## src/hdl/assert_macros.svh

```systemverilog
// assertion helpers shared by the integrator rtl
`ifndef ASSERT_MACROS_SVH
`define ASSERT_MACROS_SVH

// property must hold at every clock edge outside reset
`define OFVI_ASSERT(lbl, clk, rst_n, prop) \
  lbl: assert property (@(posedge clk) disable iff (!rst_n) prop) \
    else $error("%m: check failed");

// condition must never be seen outside reset
`define OFVI_NEVER(lbl, clk, rst_n, cond) \
  lbl: assert property (@(posedge clk) disable iff (!rst_n) !(cond)) \
    else $error("%m: forbidden condition");

`endif

```

## src/hdl/ofvi_pkg.sv

```systemverilog
// ----------------------------------------------------------------------------
// ofvi_pkg
// types, constants and helpers of the flow velocity integrator
// ----------------------------------------------------------------------------
`timescale 1ns / 1ps
`default_nettype none

package ofvi_pkg;

  localparam int CFG_IDX_W  = 3;
  localparam int CFG_DATA_W = 24;

  typedef enum logic [CFG_IDX_W-1:0] {
    CFG_INV_FOCAL      = 3'd0,
    CFG_NEW_WEIGHT     = 3'd1,
    CFG_THROTTLE       = 3'd2,
    CFG_USE_LOWPASS    = 3'd3,
    CFG_USE_FILT_RANGE = 3'd4
  } cfg_idx_t;

  localparam logic [23:0] RST_INV_FOCAL   = 24'd25166;
  localparam logic [16:0] RST_NEW_WEIGHT  = 17'd6554;
  localparam logic [7:0]  RST_THROTTLE    = 8'd10;
  localparam logic        RST_USE_LOWPASS = 1'b0;
  localparam logic        RST_USE_FILT    = 1'b1;

  // 10^6 / 2^6, shared by velocity and gyro scaling
  localparam logic [15:0] SCALE_15625 = 16'd15625;
  localparam logic [16:0] WEIGHT_ONE  = 17'd65536;
  localparam int          DIV_NUM_W   = 48;
  localparam int          DIV_DEN_W   = 16;
  localparam int          DIV_STEPS   = DIV_NUM_W / 2;

  typedef struct packed {
    logic signed [15:0] flow_x_px;
    logic signed [15:0] flow_y_px;
    logic [7:0]         flow_quality;
    logic               range_valid;
    logic [15:0]        range_filtered_mm;
    logic [15:0]        range_raw_mm;
    logic signed [15:0] sensor_rate_x;
    logic signed [15:0] sensor_rate_y;
    logic signed [15:0] sensor_rate_z;
    logic [15:0]        frame_interval_us;
    logic [19:0]        since_last_us;
    logic [31:0]        range_age_us;
  } ofvi_in_t;

  typedef struct packed {
    logic               report_valid;
    logic [15:0]        ground_distance_mm;
    logic signed [15:0] velocity_x;
    logic signed [15:0] velocity_y;
    logic [31:0]        window_time_us;
    logic signed [31:0] window_flow_x;
    logic signed [31:0] window_flow_y;
    logic signed [31:0] window_gyro_x;
    logic signed [31:0] window_gyro_y;
    logic signed [31:0] window_gyro_z;
    logic [7:0]         mean_quality;
    logic [31:0]        range_age_out_us;
  } ofvi_out_t;

  typedef struct packed {
    logic [23:0] inv_focal_length;
    logic [16:0] new_weight;
    logic [7:0]  throttle_factor;
    logic        use_lowpass;
    logic        use_filtered_range;
  } ofvi_cfg_t;

  // classified frame as it travels from front to back
  typedef struct packed {
    logic             flow_ok;
    logic             range_valid;
    logic [1:0][15:0] flow_mag;
    logic [1:0]       flow_neg;
    logic [1:0]       flow_pos;
    logic [2:0][15:0] rate_mag;
    logic [2:0]       rate_neg;
    logic [15:0]      range_f;
    logic [15:0]      ground;
    logic [15:0]      interval;
    logic [19:0]      dt;
    logic [31:0]      age;
    logic [7:0]       qual;
  } ofvi_work_t;

  typedef struct packed {
    logic                 start;
    logic [DIV_NUM_W-1:0] num;
    logic [DIV_DEN_W-1:0] den;
  } ofvi_div_req_t;

  typedef struct packed {
    logic                 busy;
    logic                 done;
    logic [DIV_NUM_W-1:0] quot;
  } ofvi_div_rsp_t;

  function automatic logic [15:0] abs16(input logic [15:0] x);
    return x[15] ? 16'(~x + 16'd1) : x;
  endfunction

  function automatic logic [31:0] abs32(input logic [31:0] x);
    return x[31] ? 32'(~x + 32'd1) : x;
  endfunction

  function automatic logic [31:0] sat32(input logic [33:0] v);
    logic [31:0] r;
    if (!v[33] && v[32:31] != 2'b00) r = 32'h7FFF_FFFF;
    else if (v[33] && v[32:31] != 2'b11) r = 32'h8000_0000;
    else r = v[31:0];
    return r;
  endfunction

  function automatic logic [15:0] sat16(input logic [19:0] v);
    logic [15:0] r;
    if (!v[19] && v[18:15] != 4'b0000) r = 16'h7FFF;
    else if (v[19] && v[18:15] != 4'b1111) r = 16'h8000;
    else r = v[15:0];
    return r;
  endfunction

  // magnitude with sign to saturated 16-bit value
  function automatic logic [15:0] mag_to_s16(input logic [DIV_NUM_W-1:0] mag,
                                             input logic big, input logic neg);
    logic [15:0] r;
    if (neg) begin
      r = (big || mag > 48'd32768) ? 16'h8000 : 16'(~mag[15:0] + 16'd1);
    end else begin
      r = (big || mag > 48'd32767) ? 16'h7FFF : mag[15:0];
    end
    return r;
  endfunction

endpackage

`default_nettype wire

```

## src/hdl/ofvi_front.sv

```systemverilog
// ----------------------------------------------------------------------------
// ofvi_front
// accepts frame beats, gates ranges, remaps gyro axes and splits signs
// ----------------------------------------------------------------------------
`timescale 1ns / 1ps
`default_nettype none

module ofvi_front (
  input  ofvi_pkg::ofvi_in_t   in_data,
  input  ofvi_pkg::ofvi_cfg_t  cfg,
  input  wire                  in_push,
  input  wire                  q_full,
  output logic                 q_push,
  output ofvi_pkg::ofvi_work_t work
);
  import ofvi_pkg::*;

  logic [15:0] rf;
  logic [15:0] rr;

  assign rf     = in_data.range_valid ? in_data.range_filtered_mm : 16'd0;
  assign rr     = in_data.range_valid ? in_data.range_raw_mm : 16'd0;
  assign q_push = in_push && !q_full;

  always_comb begin
    work.flow_ok     = in_data.range_valid && (in_data.flow_quality != 8'd0);
    work.range_valid = in_data.range_valid;
    work.flow_mag[0] = abs16(in_data.flow_x_px);
    work.flow_mag[1] = abs16(in_data.flow_y_px);
    work.flow_neg[0] = in_data.flow_x_px[15];
    work.flow_neg[1] = in_data.flow_y_px[15];
    work.flow_pos[0] = !in_data.flow_x_px[15] && (in_data.flow_x_px != 16'sd0);
    work.flow_pos[1] = !in_data.flow_y_px[15] && (in_data.flow_y_px != 16'sd0);
    // body x from sensor y, body y from negated sensor x
    work.rate_mag[0] = abs16(in_data.sensor_rate_y);
    work.rate_neg[0] = in_data.sensor_rate_y[15];
    work.rate_mag[1] = abs16(in_data.sensor_rate_x);
    work.rate_neg[1] = !in_data.sensor_rate_x[15] && (in_data.sensor_rate_x != 16'sd0);
    work.rate_mag[2] = abs16(in_data.sensor_rate_z);
    work.rate_neg[2] = in_data.sensor_rate_z[15];
    work.range_f     = rf;
    work.ground      = cfg.use_filtered_range ? rf : rr;
    work.interval    = (in_data.frame_interval_us == 16'd0) ? 16'd1
                                                             : in_data.frame_interval_us;
    work.dt          = in_data.since_last_us;
    work.age         = in_data.range_age_us;
    work.qual        = in_data.flow_quality;
  end

endmodule

`default_nettype wire

```

## config.mk

```make
export PLATFORM = sky130hd
export DESIGN_NAME = ofvi_front
export DESIGN_NICKNAME = d
export VERILOG_FILES = /design/src/hdl/assert_macros.svh /design/src/hdl/ofvi_pkg.sv /design/src/hdl/ofvi_front.sv
export SDC_FILE = /design/constraint.sdc
export NUM_CORES = 1
export LEC_CHECK = 0
export ABC_AREA = 1
export BUFFER_PORTS_ARGS = -buffer_cell sky130_fd_sc_hd__buf_4
export CAP_MARGIN = 20
export CORE_AREA = 2 2 173 175
export DETAILED_ROUTE_END_ITERATION = 12
export DIE_AREA = 0 0 175 177
export PLACE_DENSITY = 0.33
export SLEW_MARGIN = 15
export SYNTH_ARGS = -nofsm -noshare
export SYNTH_HDL_FRONTEND = slang
export SYNTH_SLANG_ARGS = --single-unit
export TNS_END_PERCENT = 1
```

## constraint.sdc

```tcl
create_clock -name vclk -period 1.05
set_input_delay 0.105 -clock vclk [all_inputs]
set_output_delay 0.105 -clock vclk [all_outputs]
set_load 0.02 [all_outputs]
```

==> flow_metrics.env, run 1 <==
export IMPL_outcome="finished, violations left"
export IMPL_violations="negative setup slack"
export IMPL_relSlewSlack_pct=80.7
export IMPL_num_nets_final=1161
export IMPL_globalRouteTotalUtil_pct=9.24
export IMPL_clkPwrFrac_pct=0
export IMPL_path_cells="buf_8, inv_6, ha_4, nand3_4, buf_4, buf_4, nand2_1, xnor2_1, buf_4"
export IMPL_synthesis_nets=882
export IMPL_p_comb_share_pct=100.0
export IMPL_worst_setup_path_end_kind="primary output"
export IMPL_critical_path_arrival_ns=1.14
export IMPL_placementRows=63
export IMPL_seq_area_um2=0
export IMPL_drtIter0Drc=98
export IMPL_hold_slack_ns=0.210
export IMPL_num_antenna_cells=0
export IMPL_drv_cap=0
export IMPL_synth_area_mm2=0.00317
export IMPL_worstPathMaxFanout=3
export IMPL_crit_start="in_data[100]"
export IMPL_avgSynthCellArea_um2=4.99
export IMPL_yosysWarnings=0
export IMPL_netlist_instances=635
export IMPL_seq_cells=0
export IMPL_start_kind="primary input"
export IMPL_setup_violations=48
export IMPL_utilization_pct=22.0
export IMPL_post_dp_cell_area_mm2=0.00584
export IMPL_die_x_um=175
export IMPL_hold_start="in_data[22]"
export IMPL_crit_buf_inv=5
export IMPL_intPower_mw=1.46
export IMPL_io_buffers=286
export IMPL_ant_nets=0
export IMPL_routabilityCongestion=0.749
export IMPL_synthTopCellsByArea="nand2_1, buf_4, inv_1, nand3_1, nor2_1"
export IMPL_yosys_area_top_type="nand2_1"
export IMPL_worstSetupPathType="primary input to primary output"
export IMPL_drt_pass1_iterations=4
export IMPL_hp_class="primary input to primary output"
export IMPL_maxSlewViolCount=0
export IMPL_crit_slowest_cell="buf_4"
export IMPL_fmax_ghz=0.805
export IMPL_drive_gt1_share_pct=54.1
export IMPL_crit_path_max_incr_delay_ns=0.17
export IMPL_period_share_pct=118
export IMPL_rsz0062_at_grt="true"
export IMPL_switching_share_pct=52.5
export IMPL_tns_ns=-2.84
export IMPL_wirelength_mm=15.6
export IMPL_via_per_inst=3.55
export IMPL_layout_area_overhead_vs_synth_pct=104
export IMPL_synthDistinctLibCells=29
export IMPL_synth_top_cell_area_share_pct=25.5
export IMPL_grt_pass1_vias=4545
export IMPL_grt_max_degree=33
export IMPL_die_area_mm2=0.0310
export IMPL_power_density_mw_per_mm2=476
export IMPL_critical_path_top_delay_family="buffers and inverters"
export IMPL_seqPwrFrac_pct=0
export IMPL_hold_viol=0
export IMPL_io_pins=440
export IMPL_seq_area_frac_synth_pct=0
export IMPL_die_y_um=177
export IMPL_start_util_pct=10.8
export IMPL_vdd_drop_max_v=0.000163
export IMPL_antenna_found_initial=0
export IMPL_min_period_ns=1.24
export IMPL_crit_required_ns=0.94
export IMPL_p_leak_nw=3.45
export IMPL_dpl_hpwl_mm=14.0
export IMPL_overflow=0
export IMPL_drc=0
export IMPL_worst_pin_slew_ns=0.290
export IMPL_dr_total_vias=4620
export IMPL_post_route_cell_area_mm2=0.00645
export IMPL_p_sw_mw=1.61
export IMPL_clkbuf_count=0
export IMPL_core_mm2=0.0292
export IMPL_route_detailed_wl_per_inst_um=11.9
export IMPL_pre_cts_slack_ns=-0.377
export IMPL_crit_top_cell="buf_4"
export IMPL_finalWorstSetupSlack_ns=-0.192
export IMPL_grt_first_pass_wirelength_mm=23.3
==> metrics by stage <==
step | power [mW] | cells
after floorplan | 1.62 | 635
after global placement | 2.89 | 1300
after detailed placement | 2.87 | 1300
after CTS | 3.02 | 1301
after global routing | 3.33 | 1302
final | 3.07 | 1302
==> final cells by class <==
type                       count  area, µm²
multi-input combinational    444       2620
fill                        3374      22800
inverter                      89        354
timing repair buffer         379       2990
tap                          390        488
==> layer usage <==
layer / GRT usage (%) / share of wire [%] / vias up
li1: - / - / 2406
met1: 10.6 / 40 / 1964
met2: 17.6 / 50 / 212
met3: 1.85 / 8.4 / 38
met4: 1.88 / 2.2 / 0
met5: 0 / 0 / -
==> synth_stat cells (2+ instances only) <==
cell type	number
ha_1	5
nor2_2	10
clkbuf_1	17
nand3_2	4
nor4_1	3
xnor2_1	13
nand2_1	215
buf_4	74
nand3_1	48
nor3_1	3
a31oi_1	3
nand4_1	9
or2_2	2
nand2_2	4
nand3b_1	5
nor2_1	60
nor3_2	3
inv_1	89
xor2_1	24
buf_2	9
o21ai_0	27
==> power groups by stage <==
stage,combinational [mW],clock [mW],sequential (mW)
after floorplan,1.62,0,0
after global placement,2.89,0,0
after detailed placement,2.87,0,0
after CTS,3.02,0,0
after global routing,3.33,0,0
final,3.07,0,0
==> path summary, 6_finish.rpt <==
check        end  slack (ns)  cells past startpoint
min     work[30]        0.21                      0
max    work[131]       -0.19                      9
==> logic make-up (layout without fill, tap and decap cells) <==
| family | count (synthesis) | after routing | synth area share (%) |
|---|---|---|---|
| AND/OR/NAND/NOR | 367 | 367 | 49.8 |
| buffers and inverters | 191 | 468 | 31.8 |
| AO/OA/AOI/OAI | 35 | 35 | 6.20 |
| adder cells (fa/ha/maj) | 5 | 5 | 1.97 |
| XOR/XNOR | 37 | 37 | 10.2 |
==> timing repair <==
| item | in CTS | in global routing |
|---|---|---|
| hold buffers | 0 | 0 |
| buffers inserted | 1 | 1 |
| pin swaps | 22 | 22 |
| endpoints found under the setup margin | 68 | 76 |
| resized for setup | 91 | 76 |
==> cells in the final DEF, fill, tap and decap left out, drive strengths merged <==
cell type,instances
nor2,70
nand3,52
o21ai,30
nor3b,1
inv,89
nand3b,5
a21boi,1
nand2,219
buf,379
a31oi,3
ha,5
nor4,3
xnor2,13
xor2,24
nand4,9
or2,2
nor3,6
a21oi,1
Note: power is estimated with default switching activity, not from simulation.
==> inputs of run 2 (changes only) <==
- CORE_AREA: 2 2 173 175 -> 2 2 170 172
- DIE_AREA: 0 0 175 177 -> 0 0 172 174
- PLACE_DENSITY: 0.33 -> 0.34
- SKIP_LAST_GASP: not set -> 1
- clock period: 1.05 -> 1.6 ns (I/O delays scaled with it)
==> flow_metrics.env, run 2 (same netlist as run 1, synthesis figures left out) <==
export IMPL_maxSlewViolCount=0
export IMPL_power_density_mw_per_mm2=329
export IMPL_die_y_um=174
export IMPL_worstSetupPathType="primary input to primary output"
export IMPL_crit_path_max_incr_delay_ns=0.22
export IMPL_core_mm2=0.0282
export IMPL_pre_cts_slack_ns=0.0406
export IMPL_switching_share_pct=56.2
export IMPL_path_cells="buf_4, inv_1, ha_1, nand3_1, nand2_1, nand2_1, xor2_1, buf_4"
export IMPL_drive_gt1_share_pct=38.5
export IMPL_seqPwrFrac_pct=0
export IMPL_num_nets_final=1073
export IMPL_dr_total_vias=4283
export IMPL_relSlewSlack_pct=74.6
export IMPL_hold_viol=0
export IMPL_setup_violations=0
export IMPL_final_common_cell="buf_4"
export IMPL_p_leak_nw=2.91
export IMPL_via_per_inst=3.54
export IMPL_io_buffers=286
export IMPL_clkbuf_count=0
export IMPL_seq_area_um2=0
export IMPL_drc=0
export IMPL_die_x_um=172
export IMPL_grt_pass1_vias=4102
export IMPL_globalRouteTotalUtil_pct=9.10
export IMPL_multi_input_area_mm2=0.00216
export IMPL_post_route_cell_area_mm2=0.00516
export IMPL_period_share_pct=92.0
export IMPL_worst_pin_slew_ns=0.377
export IMPL_post_dp_cell_area_mm2=0.00516
export IMPL_dpl_hpwl_mm=13.5
export IMPL_die_area_mm2=0.0299
export IMPL_placementRows=62
export IMPL_wirelength_mm=15.1
export IMPL_finalWorstSetupSlack_ns=0.129
export IMPL_hold_buffers=0
export IMPL_drv_cap=0
export IMPL_overflow=0
export IMPL_grt_first_pass_wirelength_mm=21.8
export IMPL_crit_required_ns=1.44
export IMPL_critical_path_arrival_ns=1.31
export IMPL_seq_cells=0
export IMPL_crit_slowest_cell="ha_1"
export IMPL_grt_max_degree=35
export IMPL_vdd_drop_max_v=0.000111
export IMPL_layout_area_overhead_vs_synth_pct=63.0
export IMPL_mostFrequentLayoutCells="buf_4, nand2_1, inv_1"
export IMPL_worstPathMaxFanout=4
export IMPL_ant_nets=0
export IMPL_fmax_ghz=0.680
export IMPL_start_kind="primary input"
export IMPL_worst_setup_path_end_kind="primary output"
export IMPL_antenna_found_initial=1
export IMPL_clkPwrFrac_pct=0
export IMPL_rsz0062_at_grt="true"
export IMPL_nFillCells=3403
export IMPL_p_comb_share_pct=100.0
export IMPL_route_detailed_wl_per_inst_um=12.5
export IMPL_outcome="finished clean"
export IMPL_io_pins=440
export IMPL_min_period_ns=1.47
export IMPL_p_sw_mw=0.954
export IMPL_hp_class="primary input to primary output"
export IMPL_intPower_mw=0.744
export IMPL_routabilityCongestion=0.776
export IMPL_drt_pass1_iterations=4
export IMPL_drtIter0Drc=131
export IMPL_start_util_pct=11.2
==> run 2: final cells by class <==
| class | instances | area share (%) |
|---|---|---|
| inverter | 89 | 6.47 |
| multi-input combinational | 444 | 41.9 |
| tap | 384 | 9.30 |
| antenna | 1 | 0.0484 |
| timing repair buffer | 291 | 42.3 |
==> run 2: worst paths after layout <==
path / startpoint / endpoint / slack [ns] / depth (start not counted)
hold / removal: in_data[17] / work[25] / 0.32 / 0
setup / recovery: in_data[173] / work[171] / 0.13 / 8
==> run 2: metrics by stage <==
stage               TNS [ns]  hold WS, ns  std cells  total power, mW  util (%)
global route         -0.0410        0.320       1208             1.86      18.3
floorplan                  0        0.371        635             1.06         -
global placement           0        0.320       1208             1.74      18.3
CTS                        0        0.320       1208             1.73      18.3
finish                     0        0.320       1209             1.70      18.3
detailed placement         0        0.320       1208             1.73      18.3
==> run 2: repair_timing <==
action,CTS,global route
setup endpoints to repair,0,4
gates resized for setup,0,1
buffers inserted,0,0
==> run 2: power by group through the flow <==
| stage | logic (mW) | registers, mW | clock network (mW) |
|---|---|---|---|
| global placement | 1.74 | 0 | 0 |
| floorplan | 1.06 | 0 | 0 |
| global route | 1.86 | 0 | 0 |
| finish | 1.70 | 0 | 0.0000000836 |
| detailed placement | 1.73 | 0 | 0 |
| CTS | 1.73 | 0 | 0 |
==> run 2: layer usage <==
layer	vias up	wire (µm)	global-route usage, %
met3	32	1710	2.41
met5	-	0	0
met2	209	7520	17.7
li1	2234	-	-
met4	0	334	1.75
met1	1808	5510	9.67
==> run 2: worst max-delay path, delay by kind of cell <==
| kind | cells | cell delay [ns] |
|---|---|---|
| XOR/XNOR | 1 | 0.17 |
| buffers and inverters | 3 | 0.37 |
| AND/OR/NAND/NOR | 3 | 0.39 |
| adder cells (fa/ha/maj) | 1 | 0.22 |
