[config.mk]
export PLATFORM = sky130hd
export DESIGN_NAME = ofvi_queue
export DESIGN_NICKNAME = d
export VERILOG_FILES = /design/src/hdl/assert_macros.svh /design/src/hdl/ofvi_pkg.sv /design/src/hdl/ofvi_queue.sv
export SDC_FILE = /design/constraint.sdc
export NUM_CORES = 1
export LEC_CHECK = 0
export BUFFER_PORTS_ARGS = -buffer_cell sky130_fd_sc_hd__buf_4
export CAP_MARGIN = 5
export CORE_MARGIN = 2
export CORE_UTILIZATION = 52
export CTS_CLUSTER_SIZE = 30
export DETAILED_ROUTE_END_ITERATION = 7
export PLACE_DENSITY = 0.77
export SYNTH_ARGS = -nofsm -noshare
export SYNTH_HDL_FRONTEND = slang
export SYNTH_SLANG_ARGS = --single-unit
[constraint.sdc]
create_clock -name clk -period 11.6 [get_ports clk]
set_input_delay 1.16 -clock clk [delete_from_list [all_inputs] [get_ports clk]]
set_output_delay 1.16 -clock clk [all_outputs]
set_load 0.005 [all_outputs]
[src/hdl/assert_macros.svh]
// assertion helpers shared by the integrator rtl
`ifndef ASSERT_MACROS_SVH
`define ASSERT_MACROS_SVH

// property must hold at every clock edge outside reset
`define OFVI_ASSERT(lbl, clk, rst_n, prop) \
  lbl: assert property (@(posedge clk) disable iff (!rst_n) prop) \
    else $error("%m: check failed");

// condition must never be seen outside reset
`define OFVI_NEVER(lbl, clk, rst_n, cond) \
  lbl: assert property (@(posedge clk) disable iff (!rst_n) !(cond)) \
    else $error("%m: forbidden condition");

`endif

[src/hdl/ofvi_pkg.sv]
// ----------------------------------------------------------------------------
// ofvi_pkg
// types, constants and helpers of the flow velocity integrator
// ----------------------------------------------------------------------------
`timescale 1ns / 1ps
`default_nettype none

package ofvi_pkg;

  localparam int CFG_IDX_W  = 3;
  localparam int CFG_DATA_W = 24;

  typedef enum logic [CFG_IDX_W-1:0] {
    CFG_INV_FOCAL      = 3'd0,
    CFG_NEW_WEIGHT     = 3'd1,
    CFG_THROTTLE       = 3'd2,
    CFG_USE_LOWPASS    = 3'd3,
    CFG_USE_FILT_RANGE = 3'd4
  } cfg_idx_t;

  localparam logic [23:0] RST_INV_FOCAL   = 24'd25166;
  localparam logic [16:0] RST_NEW_WEIGHT  = 17'd6554;
  localparam logic [7:0]  RST_THROTTLE    = 8'd10;
  localparam logic        RST_USE_LOWPASS = 1'b0;
  localparam logic        RST_USE_FILT    = 1'b1;

  // 10^6 / 2^6, shared by velocity and gyro scaling
  localparam logic [15:0] SCALE_15625 = 16'd15625;
  localparam logic [16:0] WEIGHT_ONE  = 17'd65536;
  localparam int          DIV_NUM_W   = 48;
  localparam int          DIV_DEN_W   = 16;
  localparam int          DIV_STEPS   = DIV_NUM_W / 2;

  typedef struct packed {
    logic signed [15:0] flow_x_px;
    logic signed [15:0] flow_y_px;
    logic [7:0]         flow_quality;
    logic               range_valid;
    logic [15:0]        range_filtered_mm;
    logic [15:0]        range_raw_mm;
    logic signed [15:0] sensor_rate_x;
    logic signed [15:0] sensor_rate_y;
    logic signed [15:0] sensor_rate_z;
    logic [15:0]        frame_interval_us;
    logic [19:0]        since_last_us;
    logic [31:0]        range_age_us;
  } ofvi_in_t;

  typedef struct packed {
    logic               report_valid;
    logic [15:0]        ground_distance_mm;
    logic signed [15:0] velocity_x;
    logic signed [15:0] velocity_y;
    logic [31:0]        window_time_us;
    logic signed [31:0] window_flow_x;
    logic signed [31:0] window_flow_y;
    logic signed [31:0] window_gyro_x;
    logic signed [31:0] window_gyro_y;
    logic signed [31:0] window_gyro_z;
    logic [7:0]         mean_quality;
    logic [31:0]        range_age_out_us;
  } ofvi_out_t;

  typedef struct packed {
    logic [23:0] inv_focal_length;
    logic [16:0] new_weight;
    logic [7:0]  throttle_factor;
    logic        use_lowpass;
    logic        use_filtered_range;
  } ofvi_cfg_t;

  // classified frame as it travels from front to back
  typedef struct packed {
    logic             flow_ok;
    logic             range_valid;
    logic [1:0][15:0] flow_mag;
    logic [1:0]       flow_neg;
    logic [1:0]       flow_pos;
    logic [2:0][15:0] rate_mag;
    logic [2:0]       rate_neg;
    logic [15:0]      range_f;
    logic [15:0]      ground;
    logic [15:0]      interval;
    logic [19:0]      dt;
    logic [31:0]      age;
    logic [7:0]       qual;
  } ofvi_work_t;

  typedef struct packed {
    logic                 start;
    logic [DIV_NUM_W-1:0] num;
    logic [DIV_DEN_W-1:0] den;
  } ofvi_div_req_t;

  typedef struct packed {
    logic                 busy;
    logic                 done;
    logic [DIV_NUM_W-1:0] quot;
  } ofvi_div_rsp_t;

  function automatic logic [15:0] abs16(input logic [15:0] x);
    return x[15] ? 16'(~x + 16'd1) : x;
  endfunction

  function automatic logic [31:0] abs32(input logic [31:0] x);
    return x[31] ? 32'(~x + 32'd1) : x;
  endfunction

  function automatic logic [31:0] sat32(input logic [33:0] v);
    logic [31:0] r;
    if (!v[33] && v[32:31] != 2'b00) r = 32'h7FFF_FFFF;
    else if (v[33] && v[32:31] != 2'b11) r = 32'h8000_0000;
    else r = v[31:0];
    return r;
  endfunction

  function automatic logic [15:0] sat16(input logic [19:0] v);
    logic [15:0] r;
    if (!v[19] && v[18:15] != 4'b0000) r = 16'h7FFF;
    else if (v[19] && v[18:15] != 4'b1111) r = 16'h8000;
    else r = v[15:0];
    return r;
  endfunction

  // magnitude with sign to saturated 16-bit value
  function automatic logic [15:0] mag_to_s16(input logic [DIV_NUM_W-1:0] mag,
                                             input logic big, input logic neg);
    logic [15:0] r;
    if (neg) begin
      r = (big || mag > 48'd32768) ? 16'h8000 : 16'(~mag[15:0] + 16'd1);
    end else begin
      r = (big || mag > 48'd32767) ? 16'h7FFF : mag[15:0];
    end
    return r;
  endfunction

endpackage

`default_nettype wire

[src/hdl/ofvi_queue.sv]
// ----------------------------------------------------------------------------
// ofvi_queue
// short register queue between front and back
// ----------------------------------------------------------------------------
`timescale 1ns / 1ps
`default_nettype none

module ofvi_queue #(
  parameter int DEPTH = 2
) (
  input  wire                  clk,
  input  wire                  rst_n,
  input  wire                  push,
  input  ofvi_pkg::ofvi_work_t wdata,
  output logic                 full,
  input  wire                  pop,
  output ofvi_pkg::ofvi_work_t rdata,
  output logic                 empty
);
  import ofvi_pkg::*;

  localparam int PTR_W = (DEPTH > 1) ? $clog2(DEPTH) : 1;
  localparam int CNT_W = $clog2(DEPTH + 1);

  ofvi_work_t       mem_r [DEPTH];
  logic [PTR_W-1:0] wr_ptr_r;
  logic [PTR_W-1:0] rd_ptr_r;
  logic [CNT_W-1:0] cnt_r;
  logic             do_push;
  logic             do_pop;

  assign full    = (cnt_r == CNT_W'(DEPTH));
  assign empty   = (cnt_r == '0);
  assign do_push = push && !full;
  assign do_pop  = pop && !empty;
  assign rdata   = mem_r[rd_ptr_r];

  always_ff @(posedge clk) begin
    if (do_push) begin
      mem_r[wr_ptr_r] <= wdata;
    end
  end

  always_ff @(posedge clk) begin
    if (!rst_n) begin
      wr_ptr_r <= '0;
      rd_ptr_r <= '0;
      cnt_r    <= '0;
    end else begin
      if (do_push) begin
        wr_ptr_r <= (wr_ptr_r == PTR_W'(DEPTH - 1)) ? '0 : wr_ptr_r + 1'b1;
      end
      if (do_pop) begin
        rd_ptr_r <= (rd_ptr_r == PTR_W'(DEPTH - 1)) ? '0 : rd_ptr_r + 1'b1;
      end
      if (do_push && !do_pop) cnt_r <= cnt_r + 1'b1;
      else if (do_pop && !do_push) cnt_r <= cnt_r - 1'b1;
    end
  end

endmodule

`default_nettype wire

==> run summary, run 1 <==
===========================================================================================
Vias per cell                                                                          5.06
Share of post-route cells with drive strength above 1                                 60.3%
CTS tree                                                                                yes
P&R area growth vs syn                                                                30.1%
Setup CP Type                                                                  flip-flop to output pin
Capture point of the critical path                                                 rdata[0]
Arrival @ worst endpoint                                                            3.57 ns
Initial core utilization                                                              52.5%
CTS Buffer Depth                                                                          3
Worst clock skew on the final layout                                              0.0147 ns
Total Negative Setup Slacks                                                            0 ns
RSZ-0062 raised after global routing                                                     no
Max Fclk                                                                            211 MHz
Most crowded layer after global routing                                                met2
Mapped Area                                                                     0.0150 mm^2
Commonest cells in the synthesized netlist                                     edfxtp_1, mux2_4, mux2_2, buf_6, buf_2
Clock-pin slew on the worst setup and hold paths                                    0.06 ns
Max stage delay on crit path                                                        0.83 ns
Post-synth top area share                                                             79.0%
Area of the core                                                                0.0285 mm^2
Global-route wire length before repair                                            44,400 um
Data required time of the worst path                                               10.44 ns
Largest net degree at the start of global routing                                        77
Cell count of the worst reg-to-reg path                                                   5
Count of synthesis-stage warnings from yosys                                              0
Number of global-route vias before repair                                             7,661
Leakage                                                                             7.49 nW
Max-capacitance violation count                                                           0
Dominant cells by area after synthesis                                         edfxtp_1, mux2_4, mux2_2, buf_6, dfxtp_1
Synthesized area per cell                                                         23.5 um^2
Post-Route Hold Slack                                                              0.538 ns
Register-to-register path setup slack                                               8.16 ns
Synthesized Nets                                                                        840
Total iterations of the first detailed-routing run                                        4
Min setup slack post-route                                                          6.87 ns
Count of flip-flops with a built-in enable after synthesis                              394
Hpwl dp                                                                           21,000 um
Number of H-tree levels                                                                   2
Number of nets in the layout                                                          1,267
Number of design-rule violations left by the first detailed-router iteration            516
Largest fanout of any net on the critical path                                           66
Ports                                                                                   400
Hold Buf Count CTS                                                                        0
Top-count cell post-synth                                                          edfxtp_1
Number of clock sinks seen by CTS                                                       399
Fraction of the yosys area taken by sequential cells                                  79.6%
Headroom to the max-slew limit                                                        28.8%
Startpoint of the worst register-to-register path                              cnt_r[0]$_SDFFE_PN0P_
Total grt overflow                                                                        0
Number of rows in the core area                                                          62
Met3 Resource Use GR                                                                  6.18%
Main flop type after synthesis                                                     edfxtp_1
Result of the run                                                              finished, final reports clean
Antenna violations before repair                                                          1
Final number of setup-violating endpoints                                                 0
Fillers                                                                               1,866
Overall routed net length                                                         30,500 um
Part of the cycle the worst path needs                                                40.8%
Die outline width                                                                    174 um
Syn Inst Count                                                                          638
Met1 capacity usage during global routing                                             22.6%
Final count of hold timing violations                                                     0
Die Footprint                                                                   0.0302 mm^2
Area of the multi-input gates                                                  0.00284 mm^2
Pre-CTS worst setup slack                                                           7.38 ns
Slew at the pin with the worst max-slew slack                                       1.07 ns
Unique masters post-synth                                                                21
Floorplan die height                                                                 174 um
Power density cells                                                             212 mW/mm^2
Crit path launch type                                                             flip-flop
Worst-skew pair later-pin latency                                                   0.52 ns
Share of synthesized flip-flops with an asynchronous set or reset                        0%
Root buffer cell                                                                  clkbuf_16
Synthesized flop and latch total                                                        399
Kind of end point of the critical path                                           output pin
Post-CTS setup buffer count                                                               0
Weighted congestion reported at the end of routability-driven placement               0.786
Post-CTS sizing                                                                           0
Number of routed nets with antenna violations                                             0
Overall global routing resource usage                                                 19.5%
Final slew viol count                                                                     0
Crit path time final                                                                4.73 ns
CP max-delay cell                                                                     buf_4
Detailed-route via count                                                              7,482
Dominant cell type by area after synthesis                                         edfxtp_1
R2r endpoint                                                                   mem_r[0][56]$_DFFE_PP_
Sequential cell area in the final layout                                        0.0119 mm^2
Met2 track utilization from global routing                                            33.8%
Cell breakdown of the critical path                                            buf_4 > buf_4 > mux2_2 > buf_4
Port-buffer cells                                                                       399
Inserted Clock Buffers                                                                   40
Post-detailed-route DRC marker count                                                      0
CP dominant cell by count                                                             buf_4
Highest ir drop seen on vdd                                                      0.000154 V
DR WL/cell                                                                          20.7 um
Hold Crit Class                                                                flip-flop to flip-flop
===========================================================================================
## worst max-delay path: cells and delay by family (launching register included)
family | cells | cell delay (ns)
mux | 1 | 0.42
flops | 1 | 0.80
buf+inv | 3 | 1.73
## how the worst min path moves through the flow
stage / slack (ns) / startpoint / cells past startpoint / to
after floorplan: 0.48 / cnt_r[1]$_SDFFE_PN0P_ / 2 / cnt_r[1]$_SDFFE_PN0P_
after detailed placement: 0.53 / cnt_r[1]$_SDFFE_PN0P_ / 2 / cnt_r[1]$_SDFFE_PN0P_
after global routing: 0.56 / cnt_r[1]$_SDFFE_PN0P_ / 2 / cnt_r[1]$_SDFFE_PN0P_
after CTS: 0.55 / cnt_r[1]$_SDFFE_PN0P_ / 2 / cnt_r[1]$_SDFFE_PN0P_
final: 0.54 / cnt_r[1]$_SDFFE_PN0P_ / 2 / cnt_r[1]$_SDFFE_PN0P_
after global placement: 0.50 / cnt_r[1]$_SDFFE_PN0P_ / 2 / cnt_r[1]$_SDFFE_PN0P_
## where the power goes
group	leakage [nW]	internal, mW	switching [mW]
sequential	3.72	1.82	0.0744
clock	0.576	0.653	0.496
combinational	3.19	0.646	0.447
## registers in the layout (all words and copies together) (netlist names), named ones only
signal    count
wr_ptr_r      1
mem_r       394
cnt_r         2
rd_ptr_r      1
## layer usage
metal	routed length [um]	part of all wire, %	vias to the layer above
met1	11400	37	3706
met4	1100	3.6	0
met5	0	0	-
met2	15400	50	315
met3	2630	8.6	65
li1	-	-	3396
## placed cells by master, fill, tap and decap left out, drive strengths merged
cell type  count
buf          407
clkbuf        56
xor2           1
edfxtp       394
mux2         197
clkinv        12
o21a           1
a21boi         2
nor2           2
inv            5
xnor2          2
dfxtp          5
and2           3
and3           1
nand2b         1
o21ai          2
diode          1
ha             1
nor3           1
or3            1
## through the flow
| step | cell area [um^2] | instances | power [mW] | util, % |
|---|---|---|---|---|
| after floorplan | 15000 | 638 | 2.57 | - |
| after global placement | 18300 | 1407 | 3.01 | 64.2 |
| after detailed placement | 18300 | 1407 | 3.03 | 64.2 |
| after CTS | 19500 | 1478 | 4.18 | 68.3 |
| after global routing | 19500 | 1479 | 4.30 | 68.3 |
| final | 19500 | 1479 | 4.13 | 68.3 |
## area by class of cell
cell class	instances	area share (%)
clock buffers	56	5.55
well taps	384	2.47
multi-input cells	215	14.6
clock inverters	15	0.424
diodes	1	0.0128
flip-flops and latches	399	61.2
repair buffers	407	15.7
inverters	2	0.0385
## cell families after synthesis
family                   share of synthesized area, %
flip-flops                                       79.6
multiplexers                                     18.1
buffers and inverters                            1.45
AND/OR/NAND/NOR                                 0.368
AO/OA/AOI/OAI                                   0.217
XOR/XNOR                                        0.175
adder cells (fa/ha/maj)                        0.0835
Power figures use the tool's default switching activity.
==> run 2: changes to the inputs <==
--- a/config.mk
+++ b/config.mk
@@ -5,13 +5,14 @@
 export SDC_FILE = /design/constraint.sdc
 export NUM_CORES = 1
 export LEC_CHECK = 0
+export ABC_AREA = 1
 export BUFFER_PORTS_ARGS = -buffer_cell sky130_fd_sc_hd__buf_4
 export CAP_MARGIN = 5
 export CORE_MARGIN = 2
-export CORE_UTILIZATION = 52
+export CORE_UTILIZATION = 47
 export CTS_CLUSTER_SIZE = 30
 export DETAILED_ROUTE_END_ITERATION = 7
-export PLACE_DENSITY = 0.77
+export PLACE_DENSITY = 0.73
 export SYNTH_ARGS = -nofsm -noshare
 export SYNTH_HDL_FRONTEND = slang
 export SYNTH_SLANG_ARGS = --single-unit
==> constraint.sdc (replaced) <==
create_clock -name clk -period 3.92 [get_ports clk]
set_input_delay 0.392 -clock clk [delete_from_list [all_inputs] [get_ports clk]]
set_output_delay 0.392 -clock clk [all_outputs]
set_load 0.005 [all_outputs]
==> run 2 against run 1 <==
Largest power group unchanged; first-iteration DRC count shrank 3.7%; power grew to 2.9 times the previous value; worst setup slack lost 5.6 ns; synthesized cell count grew 2.0%; clock-buffer cell count shrank 8; combinational power grew to 2.7 times the previous value; wire length grew 1.2%; critical path type unchanged; sequential share of layout area shrank 0.78 points; cell area grew 1.3%.
==> run summary, run 2 <==
===========================================================================================
Met3 Resource Use GR                                                                  5.97%
Syn Inst Count                                                                          651
Hold Buf Count CTS                                                                        0
Detailed-route via count                                                              7,625
Number of rows in the core area                                                          65
Post-CTS sizing                                                                           0
Crit path launch type                                                             flip-flop
Tot Pwr                                                                             12.1 mW
Result of the run                                                              finished, final reports clean
Post-CTS setup buffer count                                                               0
Count of flip-flops with a built-in enable after synthesis                              394
Top register by number of flip-flops                                                  mem_r
Final slew viol count                                                                     0
Slew at the pin with the worst max-slew slack                                      0.802 ns
DR WL/cell                                                                          20.3 um
Largest fanout of any net on the critical path                                           43
Area fraction in compound gates after synthesis                                      0.134%
Max-capacitance violation count                                                           0
Final count of hold timing violations                                                     0
Die Footprint                                                                   0.0333 mm^2
Mux contribution to synthesized area                                                  18.1%
Worst-skew pair later-pin latency                                                   0.52 ns
Part of the cycle the worst path needs                                                68.8%
Number of H-tree levels                                                                   2
Count of synthesis-stage warnings from yosys                                              0
Synthesized flop and latch total                                                        399
Registers with the most flip-flops                                             mem_r: 394 flops, cnt_r: 2 flops
Dominant cells by area after synthesis                                         edfxtp_1, mux2_4, mux2_2, buf_6, dfxtp_1
Inserted Clock Buffers                                                                   41
Total iterations of the first detailed-routing run                                        4
Simple-gate portion of the synthesized area                                          0.501%
Met2 track utilization from global routing                                            30.1%
Arrival @ worst endpoint                                                            2.30 ns
Post-Route Hold Slack                                                             0.0559 ns
Met1 capacity usage during global routing                                             21.0%
Number of design-rule violations left by the first detailed-router iteration            497
Synthesized Nets                                                                        853
Max FFs per register                                                                    394
Hold Crit Class                                                                primary input to flip-flop
Commonest cells in the synthesized netlist                                     edfxtp_1, mux2_4, mux2_2, buf_6, nor2_1
Number of routed nets with antenna violations                                             0
Switching Share                                                                       24.3%
Post-detailed-route DRC marker count                                                      0
Clock-pin slew on the worst setup and hold paths                                    0.06 ns
Dominant cell type by area after synthesis                                         edfxtp_1
Internal Dissipation                                                                9.17 mW
Clock network fraction of total power                                                 29.3%
Fraction of the yosys area taken by sequential cells                                  79.6%
Largest net degree at the start of global routing                                        81
Post-synth top area share                                                             78.9%
Power density cells                                                             614 mW/mm^2
P&R area growth vs syn                                                                31.7%
Adder-cell share of the synthesized area                                            0.0835%
Number of clock sinks seen by CTS                                                       399
Overall routed net length                                                         30,900 um
Most frequent cells in the layout                                              buf_4, edfxtp_1, mux2_4
Die outline width                                                                    183 um
Net Sw Power                                                                        2.95 mW
Combinational family with the most area after synthesis                        multiplexers
Number of global-route vias before repair                                             7,825
Mapped Area                                                                     0.0150 mm^2
Initial core utilization                                                              47.6%
Top-count cell post-synth                                                          edfxtp_1
Area of the core                                                                0.0315 mm^2
Antenna violations before repair                                                          4
Number of nets in the layout                                                          1,289
Register share of total power                                                         46.2%
Synthesized-area fraction occupied by xor and xnor cells                                 0%
Most crowded layer after global routing                                                met2
CTS tree                                                                                yes
Data required time of the worst path                                                3.53 ns
Vias per cell                                                                          5.01
Highest ir drop seen on vdd                                                      0.000465 V
Synthesized area per cell                                                         23.0 um^2
RSZ-0062 raised after global routing                                                     no
Headroom to the max-slew limit                                                        46.4%
Setup CP Type                                                                  flip-flop to output pin
Share of synthesized flip-flops with an asynchronous set or reset                        0%
Total Negative Setup Slacks                                                            0 ns
Kind of end point of the critical path                                           output pin
Unique masters post-synth                                                                14
Final number of setup-violating endpoints                                                 0
Max Fclk                                                                            371 MHz
Worst clock skew on the final layout                                              0.0168 ns
Share of post-route cells with drive strength above 1                                 60.3%
Root buffer cell                                                                  clkbuf_16
Hpwl dp                                                                           21,700 um
Weighted congestion reported at the end of routability-driven placement               0.794
Crit path time final                                                                2.70 ns
CTS Buffer Depth                                                                          3
Overall global routing resource usage                                                 17.8%
Total grt overflow                                                                        0
Leakage                                                                             7.62 nW
Floorplan die height                                                                 183 um
Port-buffer cells                                                                       399
Main flop type after synthesis                                                     edfxtp_1
Ports                                                                                   400
Fraction of power consumed by combinational cells                                     24.5%
Most common library cell in the layout ignoring fill and taps                         buf_4
Global-route wire length before repair                                            44,900 um
===========================================================================================
run 2: cell types whose count changed after synthesis, moves of 2 or more:
cell / change
nand2_1: +6
xnor2_1: -2
o21ai_0: +2
nor2_1: +9
inv_1: +7
and2_1: -3
run 2: cells by family (layout without fill, tap and decap cells):
group                    count (synthesis)  count (layout)
multiplexers                           197             197
AO/OA/AOI/OAI                            4               4
adder cells (fa/ha/maj)                  1               1
other                                    0               4
buffers and inverters                   31             496
AND/OR/NAND/NOR                         19              19
flip-flops                             399             399
run 2: power by group through the flow:
| stage | clock network (mW) | registers [mW] | logic, mW |
|---|---|---|---|
| 2_1_floorplan | 0 | 5.63 | 1.65 |
| 3_3_place_gp | 0 | 5.67 | 2.99 |
| 3_5_place_dp | 0 | 5.70 | 3.00 |
| 4_1_cts | 3.64 | 5.61 | 3.02 |
| 5_1_grt | 3.82 | 5.65 | 3.17 |
| 6_report | 3.54 | 5.60 | 2.97 |
run 2: metrics by stage:
stage | cells | setup slack, ns | instance area, um^2 | util (%)
finish | 1522 | 1.22 | 19700 | 62.7
global route | 1520 | 1.09 | 19700 | 62.7
CTS | 1518 | 1.16 | 19700 | 62.7
detailed placement | 1446 | 1.72 | 18500 | 58.8
global placement | 1446 | 1.73 | 18500 | 58.8
floorplan | 651 | 0.0496 | 15000 | -
run 2: area by class of cell:
cell class | instances | area, um^2
timing repair buffer | 415 | 3200
multi-input combinational | 221 | 2830
fill | 2241 | 11700
inverter | 9 | 33.8
sequential | 399 | 11900
clock inverter | 24 | 170
tap | 402 | 503
clock buffer | 48 | 1050
antenna | 4 | 10.0
run 2: final timing paths:
path / startpoint / to / slack [ns] / cells past startpoint
setup / recovery: flip-flop / rdata[179] / 1.22 / 3
hold / removal: wdata[7] / mem_r[0][7]$_DFFE_PP_ / 0.06 / 1
setup reg to reg: cnt_r[0]$_SDFFE_PN0P_ / mem_r[1][119]$_DFFE_PP_ / 1.86 / 3
hold reg to reg: rd_ptr_r$_SDFFE_PN0P_ / flip-flop / 0.51 / 2
run 2: worst max-delay path, stage by stage (launching register included):
cell	delay [ns]
dfxtp_4	0.86
buf_4	0.40
mux2_2	0.38
buf_4	0.14
run 2: per-layer routing:
metal	wire (um)	up-vias
met1	11600	3773
met3	2930	71
met4	1150	0
met5	0	-
met2	15200	332
li1	-	3449
==> run 3: changes to the inputs <==
--- a/config.mk
+++ b/config.mk
@@ -9,10 +9,10 @@
 export BUFFER_PORTS_ARGS = -buffer_cell sky130_fd_sc_hd__buf_4
 export CAP_MARGIN = 5
 export CORE_MARGIN = 2
-export CORE_UTILIZATION = 47
+export CORE_UTILIZATION = 52
 export CTS_CLUSTER_SIZE = 30
 export DETAILED_ROUTE_END_ITERATION = 7
-export PLACE_DENSITY = 0.73
+export PLACE_DENSITY = 0.77
 export SYNTH_ARGS = -nofsm -noshare
 export SYNTH_HDL_FRONTEND = slang
 export SYNTH_SLANG_ARGS = --single-unit
==> constraint.sdc (replaced) <==
create_clock -name clk -period 2.6 [get_ports clk]
set_input_delay 0.26 -clock clk [delete_from_list [all_inputs] [get_ports clk]]
set_output_delay 0.26 -clock clk [all_outputs]
set_load 0.005 [all_outputs]
==> run 3 against run 2 <==
Non-clock buffer count up 195; cell area increased by 10%; clock skew is 0.0018 ns higher; critical path depth is the same; largest cell class unchanged; combinational power is 67% higher; sequential share of layout area down 5.6 points; flip-flop and latch count stayed put; clock power increased by 57%; register-to-register slack got worse by 0.95 ns; first-iteration DRC count increased by 17%; critical endpoint is now rdata[177].
==> run summary, run 3 (synthesis gave the netlist of run 2 again) <==
===========================================================================================
Result of the run                                                              finished, final reports clean
Crit path launch type                                                             flip-flop
Fillers                                                                               1,554
Leakage                                                                             8.45 nW
Setup CP Type                                                                  flip-flop to output pin
Fraction of power consumed by combinational cells                                     26.3%
Largest fanout of any net on the critical path                                           74
Total iterations of the first detailed-routing run                                        5
Post-detailed-route DRC marker count                                                      0
Area of the core                                                                0.0285 mm^2
Highest ir drop seen on vdd                                                      0.000640 V
DR WL met2                                                                        18,800 um
Max-capacitance violation count                                                           0
Hold Buf Count CTS                                                                      198
Hold Crit Class                                                                primary input to flip-flop
Number of nets in the layout                                                          1,484
Min setup slack post-route                                                         0.299 ns
Max Fclk                                                                            435 MHz
Number of design-rule violations left by the first detailed-router iteration            582
Die outline width                                                                    174 um
Global-route wire length before repair                                            53,400 um
Post-CTS sizing                                                                           0
Number of H-tree levels                                                                   2
Port-buffer cells                                                                       399
Detailed-route via count                                                              8,619
Share of post-route cells with drive strength above 1                                 50.9%
R2r endpoint                                                                   mem_r[1][61]$_DFFE_PP_
Worst-skew pair later-pin latency                                                   0.52 ns
Vias per cell                                                                          5.06
Internal Dissipation                                                                14.2 mW
Kind of end point of the critical path                                           output pin
Final design utilization                                                              76.3%
Startpoint of the tightest hold check path                                             push
Arrival @ worst endpoint                                                            2.04 ns
Inserted Clock Buffers                                                                   41
Hold Path Stages                                                                          4
Wire length on met1                                                               13,300 um
Clock-pin slew on the worst setup and hold paths                                    0.06 ns
Total placed instance area                                                      0.0185 mm^2
Root buffer cell                                                                  clkbuf_16
Hpwl dp                                                                           21,000 um
RSZ-0062 raised after global routing                                                     no
Final slew viol count                                                                     0
Overall global routing resource usage                                                 23.2%
Pre-CTS worst setup slack                                                          0.862 ns
Total Negative Setup Slacks                                                            0 ns
Final number of setup-violating endpoints                                                 0
Final design area excluding fillers                                             0.0218 mm^2
Worst clock skew on the final layout                                              0.0186 ns
Data required time of the worst path                                                2.34 ns
Cell count of the worst reg-to-reg path                                                   4
Top register by number of flip-flops                                                  mem_r
Startpoint of the worst register-to-register path                              cnt_r[1]$_SDFFE_PN0P_
Overall routed net length                                                         35,900 um
Antenna violations before repair                                                          6
Met3 wirelength from detailed routing                                               2540 um
Final count of hold timing violations                                                     0
Headroom to the max-slew limit                                                        59.8%
Initial core utilization                                                              52.5%
Ports                                                                                   400
Register share of total power                                                         44.3%
Part of the cycle the worst path needs                                                88.5%
Power density cells                                                             869 mW/mm^2
Clock network fraction of total power                                                 29.4%
Number of rows in the core area                                                          62
Number of clock sinks seen by CTS                                                       399
Registers with the most flip-flops                                             mem_r: 394 flops, cnt_r: 2 flops
Post-CTS setup buffer count                                                               0
Total grt overflow                                                                        0
P&R area growth vs syn                                                                45.3%
Slew at the pin with the worst max-slew slack                                      0.603 ns
Weighted congestion reported at the end of routability-driven placement               0.780
Floorplan die height                                                                 174 um
CTS Buffer Depth                                                                          3
Crit path time final                                                                2.30 ns
Largest net degree at the start of global routing                                        81
Max FFs per register                                                                    394
Post-Route Hold Slack                                                              0.152 ns
Worst hold endpoint                                                            wr_ptr_r$_SDFFE_PN0P_
Highest routing layer actually used                                                    met4
Net Sw Power                                                                        4.71 mW
Number of routed nets with antenna violations                                             0
Register-to-register path setup slack                                               0.91 ns
Most common library cell in the layout ignoring fill and taps                         buf_4
CTS tree                                                                                yes
Die Footprint                                                                   0.0302 mm^2
Switching Share                                                                       24.9%
DR WL/cell                                                                          21.1 um
Number of global-route vias before repair                                             9,291
Most frequent cells in the layout                                              buf_4, edfxtp_1, dlygate4sd3_1
===========================================================================================
[run 3: worst max path at each step]
stage | start | to | slack (ns) | depth (start not counted)
finish | flip-flop | rdata[177] | 0.30 | 3
CTS | flip-flop | rdata[183] | 0.31 | 3
global route | flip-flop | rdata[177] | 0.25 | 3
detailed placement | flip-flop | rdata[186] | 0.86 | 3
global placement | flip-flop | rdata[176] | 0.89 | 3
floorplan | cnt_r[1]$_SDFFE_PN0P_ | mem_r[0][0]$_DFFE_PP_ | -1.21 | 3
[run 3: cell type report]
| type | count | area [um^2] | share of cell area [%] |
|---|---|---|---|
| Clock inverter | 14 | 125 | 0.575 |
| Antenna cell | 6 | 15.0 | 0.0690 |
| Clock buffer | 60 | 1140 | 5.24 |
| Inverter | 9 | 33.8 | 0.155 |
| Sequential cell | 399 | 11900 | 54.8 |
| Tap cell | 384 | 480 | 2.21 |
| Timing Repair Buffer | 610 | 5200 | 23.9 |
| Multi-Input combinational cell | 221 | 2840 | 13.0 |
[run 3: per-stage QoR]
step | total power, mW | cells
2_1_floorplan | 11.0 | 651
3_3_place_gp | 13.0 | 1425
3_5_place_dp | 13.2 | 1425
4_1_cts | 18.9 | 1697
5_1_grt | 19.6 | 1701
6_report | 18.9 | 1703
[run 3: per-layer routing]
layer / global-route usage, % / up-vias
met5: 0 / -
met4: 8.05 / 0
met2: 41.8 / 371
met1: 26.8 / 4319
met3: 6.10 / 85
li1: - / 3844
[run 3: power by group through the flow]
stage	sequential, mW	clock (mW)	combinational [mW]
2_1_floorplan	8.50	0	2.49
3_3_place_gp	8.44	0	4.61
3_5_place_dp	8.50	0	4.65
4_1_cts	8.37	5.62	4.94
5_1_grt	8.46	5.93	5.21
6_report	8.39	5.55	4.97
[run 3: worst max-delay path, cell delays in order (launching register included)]
cell,delay [ns]
dfxtp_4,0.44
buf_12,0.43
mux2_2,0.41
buf_4,0.14
